### src/rtl/rgb_to_hsv_converter_core_macros.svh
// ----------------------------------------------------------------------------
// RGB to HSV converter assertion macros
// Shared concurrent assertion forms, clocked on aclk and held off in reset.
// ----------------------------------------------------------------------------
`ifndef RGB_TO_HSV_CONVERTER_CORE_MACROS_SVH
`define RGB_TO_HSV_CONVERTER_CORE_MACROS_SVH

// Same-cycle implication
`define RHSV_ASSERT_IMP(name, ante, cons) \
    name: assert property (@(posedge aclk) disable iff (!aresetn) (ante) |-> (cons)) \
        else $error("%m: same-cycle check failed");

// Next-cycle implication
`define RHSV_ASSERT_NXT(name, ante, cons) \
    name: assert property (@(posedge aclk) disable iff (!aresetn) (ante) |=> (cons)) \
        else $error("%m: next-cycle check failed");

`endif

### src/rtl/rhsv_pkg.sv
// ----------------------------------------------------------------------------
// RGB to HSV converter package
// Sector codes and fixed constants of the hue computation.
// ----------------------------------------------------------------------------
package rhsv_pkg;

    // Channel that holds the maximum, ties go to the earlier channel
    typedef enum logic [1:0] {
        SECT_RED,
        SECT_GREEN,
        SECT_BLUE
    } sector_t;

    // Hue sectors per turn and the sector offsets of green and blue
    localparam int SECTORS      = 6;
    localparam int GREEN_OFFSET = 2;
    localparam int BLUE_OFFSET  = 4;

endpackage

### src/rtl/rgb_to_hsv_converter_core.sv
// ----------------------------------------------------------------------------
// RGB to HSV converter core
// Streams RGBA in and HSVA out, one pixel per clock unless the output stalls.
// ----------------------------------------------------------------------------
// The core takes one pixel per clock while no result is stalled. Three
// stages find the maximum and minimum, form the channel difference and
// build the hue numerator and saturation dividend; the rest of the depth
// is set by the two restoring dividers, which resolve one quotient bit per
// stage until their quotients are full and run side by side. A low m_tready
// with a result waiting freezes the whole pipeline, and s_tready follows it
// in the same cycle.
`include "rgb_to_hsv_converter_core_macros.svh"

module rgb_to_hsv_converter_core
    import rhsv_pkg::*;
#(
    parameter int CHANNEL_BITS = 8,
    parameter int HUE_BITS     = 16
) (
    input  logic aclk,
    input  logic aresetn,
    // red, green, blue, alpha (lowest bits first)
    input  logic [((4*CHANNEL_BITS+7)/8)*8-1:0]                s_tdata,
    input  logic                                               s_tvalid,
    output logic                                               s_tready,
    // hue, saturation, value, alpha (lowest bits first)
    output logic [((HUE_BITS+3*CHANNEL_BITS+7)/8)*8-1:0]       m_tdata,
    output logic                                               m_tvalid,
    input  logic                                               m_tready
);

    localparam int CB    = CHANNEL_BITS;
    localparam int NW    = CHANNEL_BITS + 3;  // hue numerator and divisor
    localparam int SW    = CHANNEL_BITS + 4;  // signed numerator before wrap
    localparam int NSTEP = (HUE_BITS > CHANNEL_BITS) ? HUE_BITS : CHANNEL_BITS;

    logic en;

    // Stall everything while a result waits
    assign en       = !m_tvalid || m_tready;
    assign s_tready = en;

    // Stage 1: maximum, minimum and sector
    logic [CB-1:0] red_in, green_in, blue_in, alpha_in;
    logic [CB-1:0] mx1_next, mn1_next;
    sector_t       sel1_next;
    logic [CB-1:0] red1_reg, green1_reg, blue1_reg, alpha1_reg, mx1_reg, mn1_reg;
    sector_t       sel1_reg;
    logic          v1_reg, v1_next;

    assign red_in   = s_tdata[0*CB +: CB];
    assign green_in = s_tdata[1*CB +: CB];
    assign blue_in  = s_tdata[2*CB +: CB];
    assign alpha_in = s_tdata[3*CB +: CB];
    assign v1_next  = s_tvalid;

    always_comb begin
        if (red_in >= green_in && red_in >= blue_in) begin
            sel1_next = SECT_RED;
            mx1_next  = red_in;
        end else if (green_in >= blue_in) begin
            sel1_next = SECT_GREEN;
            mx1_next  = green_in;
        end else begin
            sel1_next = SECT_BLUE;
            mx1_next  = blue_in;
        end
        mn1_next = (red_in <= green_in) ? red_in : green_in;
        mn1_next = (mn1_next <= blue_in) ? mn1_next : blue_in;
    end

    always_ff @(posedge aclk) begin
        if (en) begin
            red1_reg   <= red_in;
            green1_reg <= green_in;
            blue1_reg  <= blue_in;
            alpha1_reg <= alpha_in;
            mx1_reg    <= mx1_next;
            mn1_reg    <= mn1_next;
            sel1_reg   <= sel1_next;
        end
    end

    // Stage 2: delta and the channel difference of the sector
    logic [CB-1:0] delta2_next;
    logic [CB:0]   diff2_next;
    logic [CB-1:0] delta2_reg, mx2_reg, alpha2_reg;
    logic [CB:0]   diff2_reg;
    sector_t       sel2_reg;
    logic          v2_reg;

    always_comb begin
        delta2_next = mx1_reg - mn1_reg;
        case (sel1_reg)
            SECT_RED:   diff2_next = {1'b0, green1_reg} - {1'b0, blue1_reg};
            SECT_GREEN: diff2_next = {1'b0, blue1_reg} - {1'b0, red1_reg};
            SECT_BLUE:  diff2_next = {1'b0, red1_reg} - {1'b0, green1_reg};
            default:    diff2_next = '0;
        endcase
    end

    always_ff @(posedge aclk) begin
        if (en) begin
            delta2_reg <= delta2_next;
            diff2_reg  <= diff2_next;
            mx2_reg    <= mx1_reg;
            alpha2_reg <= alpha1_reg;
            sel2_reg   <= sel1_reg;
        end
    end

    // Stage 3: wrapped hue numerator, six-delta divisor, saturation dividend
    logic [SW-1:0]   off3, num_raw3, num_wrap3;
    logic [NW-1:0]   num3_next, dvs3_next;
    logic [2*CB-1:0] satn3_next;
    logic [NW-1:0]   num3_reg, dvs3_reg;
    logic [2*CB-1:0] satn3_reg;
    logic [CB-1:0]   mx3_reg, alpha3_reg;
    logic            grey3_reg, grey3_next;
    logic            v3_reg;

    always_comb begin
        case (sel2_reg)
            SECT_RED:   off3 = '0;
            SECT_GREEN: off3 = SW'(GREEN_OFFSET) * SW'(delta2_reg);
            SECT_BLUE:  off3 = SW'(BLUE_OFFSET) * SW'(delta2_reg);
            default:    off3 = '0;
        endcase
        dvs3_next  = NW'(SECTORS) * NW'(delta2_reg);
        num_raw3   = off3 + {{3{diff2_reg[CB]}}, diff2_reg};
        num_wrap3  = num_raw3[SW-1] ? (num_raw3 + SW'(dvs3_next)) : num_raw3;
        num3_next  = num_wrap3[NW-1:0];
        satn3_next = {delta2_reg, {CB{1'b0}}} - {{CB{1'b0}}, delta2_reg};
        grey3_next = (delta2_reg == '0);
    end

    always_ff @(posedge aclk) begin
        if (en) begin
            num3_reg   <= num3_next;
            dvs3_reg   <= dvs3_next;
            satn3_reg  <= satn3_next;
            mx3_reg    <= mx2_reg;
            alpha3_reg <= alpha2_reg;
            grey3_reg  <= grey3_next;
        end
    end

    // Valid bits of the front stages
    always_ff @(posedge aclk) begin
        if (!aresetn) begin
            v1_reg <= 1'b0;
            v2_reg <= 1'b0;
            v3_reg <= 1'b0;
        end else if (en) begin
            v1_reg <= v1_next;
            v2_reg <= v1_reg;
            v3_reg <= v2_reg;
        end
    end

    // Hue and saturation dividers
    logic [HUE_BITS-1:0] hue_quo;
    logic [CB-1:0]       sat_quo;

    rhsv_divider #(
        .QBITS  (HUE_BITS),
        .DBITS  (NW),
        .STAGES (NSTEP)
    ) u_hue_div (
        .aclk    (aclk),
        .en      (en),
        .rem_in  (num3_reg),
        .low_in  ({HUE_BITS{1'b0}}),
        .div_in  (dvs3_reg),
        .quo_out (hue_quo)
    );

    rhsv_divider #(
        .QBITS  (CB),
        .DBITS  (CB),
        .STAGES (NSTEP)
    ) u_sat_div (
        .aclk    (aclk),
        .en      (en),
        .rem_in  (satn3_reg[2*CB-1:CB]),
        .low_in  (satn3_reg[CB-1:0]),
        .div_in  (mx3_reg),
        .quo_out (sat_quo)
    );

    // Delay value, alpha, grey flag and valid alongside the dividers
    logic [CB-1:0] mx_line_reg    [NSTEP];
    logic [CB-1:0] alpha_line_reg [NSTEP];
    logic          grey_line_reg  [NSTEP];
    logic          vld_line_reg   [NSTEP];

    always_ff @(posedge aclk) begin
        if (en) begin
            mx_line_reg[0]    <= mx3_reg;
            alpha_line_reg[0] <= alpha3_reg;
            grey_line_reg[0]  <= grey3_reg;
            for (int k = 1; k < NSTEP; k++) begin
                mx_line_reg[k]    <= mx_line_reg[k-1];
                alpha_line_reg[k] <= alpha_line_reg[k-1];
                grey_line_reg[k]  <= grey_line_reg[k-1];
            end
        end
    end

    always_ff @(posedge aclk) begin
        if (!aresetn) begin
            for (int k = 0; k < NSTEP; k++) begin
                vld_line_reg[k] <= 1'b0;
            end
        end else if (en) begin
            vld_line_reg[0] <= v3_reg;
            for (int k = 1; k < NSTEP; k++) begin
                vld_line_reg[k] <= vld_line_reg[k-1];
            end
        end
    end

    // Pack the result, zero hue and saturation for grey pixels
    logic grey_out;

    assign grey_out = grey_line_reg[NSTEP-1];
    assign m_tvalid = vld_line_reg[NSTEP-1];

    always_comb begin
        m_tdata                              = '0;
        m_tdata[0 +: HUE_BITS]               = grey_out ? '0 : hue_quo;
        m_tdata[HUE_BITS +: CB]              = grey_out ? '0 : sat_quo;
        m_tdata[HUE_BITS + CB +: CB]         = mx_line_reg[NSTEP-1];
        m_tdata[HUE_BITS + 2*CB +: CB]       = alpha_line_reg[NSTEP-1];
    end

    // Divider operands must start with the remainder below the divisor
    `RHSV_ASSERT_IMP(a_hue_num_below_div, v3_reg && !grey3_reg, num3_reg < dvs3_reg)
    `RHSV_ASSERT_IMP(a_sat_top_below_max, v3_reg && !grey3_reg, satn3_reg[2*CB-1:CB] < mx3_reg)
    // A colored pixel always has a nonzero value
    `RHSV_ASSERT_IMP(a_color_has_value, m_tvalid && !grey_out, mx_line_reg[NSTEP-1] != '0)
    // A stall freezes the valid bits inside the pipeline
    `RHSV_ASSERT_NXT(a_stall_holds, !en, $stable(v3_reg) && $stable(vld_line_reg[0]))

endmodule

### src/rtl/rhsv_divider.sv
// ----------------------------------------------------------------------------
// Pipelined restoring divider
// One quotient bit per register stage up to QBITS, then hold. The start
// remainder must be below the divisor; the low dividend bits shift in from the top of the quotient word.
// ----------------------------------------------------------------------------
module rhsv_divider
    import rhsv_pkg::*;
#(
    parameter int QBITS  = 16,
    parameter int DBITS  = 11,
    parameter int STAGES = 16
) (
    input  logic             aclk,
    input  logic             en,
    input  logic [DBITS-1:0] rem_in,
    input  logic [QBITS-1:0] low_in,
    input  logic [DBITS-1:0] div_in,
    output logic [QBITS-1:0] quo_out
);

    logic [DBITS-1:0] rem_reg  [STAGES];
    logic [QBITS-1:0] word_reg [STAGES];
    logic [DBITS-1:0] div_reg  [STAGES];

    genvar k;
    generate
        for (k = 0; k < STAGES; k++) begin : g_stage
            logic [DBITS-1:0] rem_prev;
            logic [QBITS-1:0] word_prev;
            logic [DBITS-1:0] div_prev;
            logic [DBITS-1:0] rem_next;
            logic [QBITS-1:0] word_next;

            // Pick the stage input
            if (k == 0) begin : g_first
                assign rem_prev  = rem_in;
                assign word_prev = low_in;
                assign div_prev  = div_in;
            end else begin : g_rest
                assign rem_prev  = rem_reg[k-1];
                assign word_prev = word_reg[k-1];
                assign div_prev  = div_reg[k-1];
            end

            // Shift in the next dividend bit, subtract when it fits
            if (k < QBITS) begin : g_step
                logic [DBITS:0] trial;
                logic           ge;

                always_comb begin
                    trial     = {rem_prev, word_prev[QBITS-1]};
                    ge        = (trial >= {1'b0, div_prev});
                    rem_next  = ge ? DBITS'(trial - {1'b0, div_prev}) : trial[DBITS-1:0];
                    word_next = {word_prev[QBITS-2:0], ge};
                end
            end else begin : g_hold
                always_comb begin
                    rem_next  = rem_prev;
                    word_next = word_prev;
                end
            end

            // Advance the stage
            always_ff @(posedge aclk) begin
                if (en) begin
                    rem_reg[k]  <= rem_next;
                    word_reg[k] <= word_next;
                    div_reg[k]  <= div_prev;
                end
            end
        end
    endgenerate

    assign quo_out = word_reg[STAGES-1];

endmodule
### config.mk
export PLATFORM = sky130hd
export DESIGN_NAME = rgb_to_hsv_converter_core
export DESIGN_NICKNAME = d
export VERILOG_FILES = /design/src/rtl/rhsv_pkg.sv /design/src/rtl/rgb_to_hsv_converter_core.sv /design/src/rtl/rhsv_divider.sv
export VERILOG_INCLUDE_DIRS = /design/src /design/src/rtl
export SDC_FILE = /design/constraint.sdc
export NUM_CORES = 2
export LEC_CHECK = 0
export BUFFER_PORTS_ARGS = -buffer_cell sky130_fd_sc_hd__buf_2
export CORE_MARGIN = 10
export CORE_UTILIZATION = 50
export CTS_BUF_LIST = sky130_fd_sc_hd__clkbuf_8
export DETAILED_ROUTE_END_ITERATION = 8
export PLACE_DENSITY = 0.66
export SLEW_MARGIN = 10
export SYNTH_ARGS = -nofsm -noshare
export SYNTH_HDL_FRONTEND = slang
export SYNTH_SLANG_ARGS = --single-unit
### constraint.sdc
create_clock -name aclk -period 50.2 [get_ports aclk]
set_clock_uncertainty 0.15 [all_clocks]
set_input_delay 5.02 -clock aclk [delete_from_list [all_inputs] [get_ports aclk]]
set_output_delay 5.02 -clock aclk [all_outputs]
set_load 0.02 [all_outputs]
## Word level (Yosys, flattened, before mapping)

Memories as Yosys holds them, arrays and structs flattened.
Index checks and enable logic that the tools add are counted.

- Word-level logic and storage cells: 172
- Memories kept: 10
- Flip-flop bits (word level): 142
- Input port bits: 36
- Output and inout bits: 42
- Bits in writable memories: 1280

Memory list:

| memory | depth | width | read ports | clocked after Yosys merged registers in | wr ports | line | text |
|---|---|---|---|---|---|---|---|
| u_hue_div.word_reg | 16 | 16 | 16 | 0 | 16 | rhsv_divider.sv:22 | `logic [QBITS-1:0] word_reg [STAGES];` |
| u_hue_div.div_reg | 16 | 11 | 15 | 0 | 16 | rhsv_divider.sv:23 | `logic [DBITS-1:0] div_reg [STAGES];` |
| u_hue_div.rem_reg | 16 | 11 | 15 | 0 | 16 | rhsv_divider.sv:21 | `logic [DBITS-1:0] rem_reg [STAGES];` |
| alpha_line_reg | 16 | 8 | 16 | 0 | 16 | rgb_to_hsv_converter_core.sv:193 | `logic [CB-1:0] alpha_line_reg [NSTEP];` |
| mx_line_reg | 16 | 8 | 16 | 0 | 16 | rgb_to_hsv_converter_core.sv:192 | `logic [CB-1:0] mx_line_reg [NSTEP];` |
| u_sat_div.div_reg | 16 | 8 | 15 | 0 | 16 | rhsv_divider.sv:23 |  |
| +4 memories | - | - | - | - | - | - |  |

- Multiplexer cells: 55
- Eq/ne operators: 4
- Bitwise gates (word level): 16
- Add/sub/neg operators: 31
- Multiply operators: 1
- Reductions and logical operators: 5
- Magnitude comparators: 29

Operator list:

| cell | count |
|---|---|
| greater-or-equal comparator 12 x 11 -> 1 bit | 16 |
| two-way mux 11 bit | 17 |
| subtractor 11 bit | 16 |
| two-way mux 8 bit | 13 |
| greater-or-equal comparator 9 x 8 -> 1 bit | 8 |
| subtractor 8 bit | 9 |
| case mux 9 bit (3 select lines) | 1 |
| subtractor 8 x 8 -> 9 bit | 3 |
| greater-or-equal comparator 8 bit | 3 |
| two-way mux 1 bit | 21 |
| case mux 10 bit (2 select lines) | 1 |
| less-or-equal comparator 8 bit | 2 |
| two-way mux 16 bit | 1 |
| OR 1 bit | 16 |
| subtractor 16 x 8 -> 16 bit | 1 |
| adder 11 x 9 -> 12 bit | 1 |
| adder 11 bit | 1 |
| multiplier 2 x 8 -> 10 bit (first input constant) | 1 |
| zero test 8 bit | 1 |
| equality test 2 x 1 -> 1 bit (second input constant) | 2 |
| equality test 2 bit (second input constant) | 2 |
| zero test 2 bit | 1 |
| two-way mux 2 bit | 1 |
| logical AND 1 bit | 1 |
| 2 further kinds | 2 |

## Logic depth before layout (Yosys ltp)

An unclocked memory read counts as a cell.

- Word-level depth: 7
- Depth in mapped cells: 19
- Depth with buffers taken out: 18

## By module

Synthesis repeated with hierarchy kept, for this count alone.

- Cell total of the unflattened synthesis: 3832
- Area, all modules: 55774.7 um^2

By module, submodules not included:

| module | area an instance (um^2) | sequential area each (um^2) | cells each | times used |
|---|---|---|---|---|
| rhsv_divider (u_hue_div) | 27627.7 | 17596.9 | 2045 | 1 |
| rgb_to_hsv_converter_core | 17473.0 | 12732.2 | 1060 | 1 |
| rhsv_divider (u_sat_div) | 10674.0 | 7206.9 | 727 | 1 |

## Least setup slack after synthesis

No wires, ideal clock.

- Path kind: input-to-output
- Start: in m_tready
- End: out s_tready
- Path slack: 12.106 ns
- Arrival time: 32.924 ns
- Cell stages on the path: 3
- Path buffers: 2
- Cells stage by stage: nand2b_1 > clkbuf_1 > clkbuf_1

- Longest elaborated chain between the ends: 1

RTL lines:

| item | line | text |
|---|---|---|
| start: declaration | rgb_to_hsv_converter_core.sv:29 | `input logic m_tready` |
| logical OR 1 bit | rgb_to_hsv_converter_core.sv:40 | `assign en = !m_tvalid \|\| m_tready;` |
| end: declaration | rgb_to_hsv_converter_core.sv:25 | `output logic s_tready,` |

Every way passes these cells.

## Worst setup path after layout

Ends and elaborated chain as after synthesis.

==> flow_metrics.py <==
metrics = {
    "finish": {
        "fillers": 7444,
        "mostFrequentLayoutCell": "edfxtp_1",
        "postLayoutCoreUtil": 0.558,
        "largest_reg_flops": 150,
        "multi_input_area_um2": 14800,
        "drive_above_1_share": 0.138,
        "ff_latch_area_um2": 31000,
        "final_cell_mix": "edfxtp_1, inv_1, ha_1",
        "final_nets": 3862,
        "area_delta_synth_final_pct": 10.2,
    },
    "sta": {
        "clock.fmax_mhz": 90.1,
        "max_slew_margin": 0.183,
        "finalHoldViolations": 0,
        "slew_viol_final": 0,
        "finalSetupTns_ps": 0,
        "setup_viol": 0,
        "rsz0062_at_grt": "no",
        "worst_pin_slew_ps": 1230,
        "layout_min_cycle_time_ps": 11100,
        "fin_crit_sh": 0.221,
    },
    "place": {
        "io_buffers": 77,
        "place_congestion": 0.853,
        "dp_hpwl_mm": 52.4,
    },
    "die": {
        "core_area_um2": 93700,
        "core.rowCount": 112,
        "start_util": 0.506,
        "die_h_um": 328,
        "fp.dieW_um": 328,
        "floorplan.die_area_um2": 108000,
        "io_pins": 78,
    },
    "setup_path": {
        "cp-start-kind": "input pin",
        "r2r_cells": 5,
        "path_cells": "buf_2, nand2b_4, buf_2",
        "cpPeakStageDelay_ps": 480,
        "critPathMaxFanout": 44,
        "cp.arrival_ps": 5930,
        "r2r_end": "u_hue_div.div_reg[14][1]",
        "crit_type": "input pin to output pin",
        "r2r_slack_ps": 45310,
        "timing.critical_path.mode_cell": "buf_2",
        "critPathRequiredTime_ps": 45030,
        "critPathSlowestCell": "nand2b_4",
        "r2r-start": "vld_line_reg[1][7]",
        "endpoint_kind": "output pin",
    },
    "clock_network": {
        "htree_levels": 4,
        "tritoncts": "done",
        "clkLatencyLatePin_ps": 810,
        "cts_inserted_buffers": 168,
        "hold_buffers": 0,
        "cts.path.max_buffers": 3,
        "postCtsSetupBuffers": 0,
        "postCtsResizedCells": 0,
        "clkTransAtPathRegs_ps": 60,
        "clock-sinks": 1035,
        "cts.root.buffer_cell": "clkbuf_8",
    },
    "pwr": {
        "power.density_nw_per_um2": 73.5,
        "finalPower_mw": 3.85,
        "power.leakage_nw": 21.3,
        "ir_drop_mv": 0.0420,
    },
    "detailed_routing": {
        "routed_wirelength_mm": 75.9,
        "wl_per_cell_um": 15.6,
        "drtIter0Drc": 1330,
        "ant_nets": 0,
        "vias": 25200,
        "vias_per_cell": 5.19,
        "dr.pass1.iters": 5,
        "drcViolationCount": 0,
    },
    "synthesis": {
        "synth-seq-cells": 1035,
        "ys_seq_area_frac": 0.654,
        "syn_inst": 3253,
        "syn-num-nets": 3642,
        "synth_ff_type": "edfxtp_1",
        "synth_top_cell_area_share": 0.652,
        "ys_warn_count": 0,
        "synth_edf_count": 1031,
        "ys_types": 61,
        "synth.largest_area_cell": "edfxtp_1",
        "syn_avg_cell_area_um2": 14.6,
        "synth_area_leaders": "edfxtp_1, ha_1, mux2_2, inv_1, xnor2_1",
        "syn_area_um2": 47400,
        "synthArstFlopShare": 0,
    },
    "hold_path": {
        "hold_path_depth": 0,
        "min_from": "grey3_reg",
        "min_to": "grey_line_reg[0][0]",
        "holdCritPathClass": "flop to flop",
    },
    "global_route": {
        "grt.overflow.total": 0,
        "grt_usage": 0.142,
        "grt_max_degree": 207,
        "antenna_found_initial": 2,
        "grt_pass1_vias": 26700,
        "grt_pass1_wl_mm": 127,
    },
    "status": {
        "status": "complete, no violations",
    },
    "job": {
        "drv_cap": 0,
    },
}
-- how the worst max path moves through the flow --
stage,start,endpoint,slack (ps),cells past startpoint
floorplan,m_tready,s_tready,12110,3
global placement,m_tready,s_tready,39130,3
detailed placement,m_tready,s_tready,39080,3
CTS,m_tready,s_tready,39070,3
global route,m_tready,s_tready,39020,3
finish,m_tready,s_tready,39100,3
-- cell usage after synthesis, types with 46 or more instances --
cell type / number
a21o_1: 46
a21oi_1: 165
edfxtp_1: 1031
ha_1: 324
inv_1: 383
mux2_2: 171
mux2i_1: 49
nand2_1: 68
nand4_1: 49
nor2_1: 171
nor2b_1: 82
o21ai_0: 108
xnor2_1: 136
-- metal layers --
| layer | vias up | GRT usage | wire length (um) |
|---|---|---|---|
| met5 | - | 0 | 17 |
| met4 | 2 | 0.0670 | 2640 |
| met3 | 200 | 0.0332 | 3080 |
| met2 | 432 | 0.250 | 38700 |
| met1 | 12200 | 0.161 | 31400 |
| li1 | 12400 | - | - |
-- cell families after synthesis --
family / share of synthesized area
AO/OA/AOI/OAI: 0.0743
AND/OR/NAND/NOR: 0.0526
XOR/XNOR: 0.0332
flip-flops: 0.654
multiplexers: 0.0531
buffers and inverters: 0.0349
adder cells (fa/ha/maj): 0.0977
-- worst max-delay path: cells and delay by family --
| family | cells | cell delay, ps |
|---|---|---|
| and+or+nand+nor | 1 | 480 |
| buffers and inverters | 2 | 400 |
-- final cells by class --
class	count	area share
antenna	2	0.0000957
clock buffer	175	0.0460
clock inverter	120	0.0115
inverter	383	0.0275
multi-input combinational	1797	0.282
sequential	1035	0.593
tap	1254	0.0300
timing repair buffer	88	0.00942
-- per-stage QoR --
step                      instances  worst slack, ps  area [um2]  hold slack (ps)
after detailed placement       4557            39080       49300              255
final                          4854            39100       52300              247
after global placement         4557            39130       49300              250
after floorplan                3253            12110       47400              250
after CTS                      4852            39070       52300              247
after global routing           4854            39020       52300              262
-- where the power goes --
part	internal (mW)	switching [mW]
Sequential	1.40	0.151
Clock	0.333	0.314
Combinational	0.804	0.840
Total	2.54	1.31
Note: power is estimated with default switching activity, not from simulation.
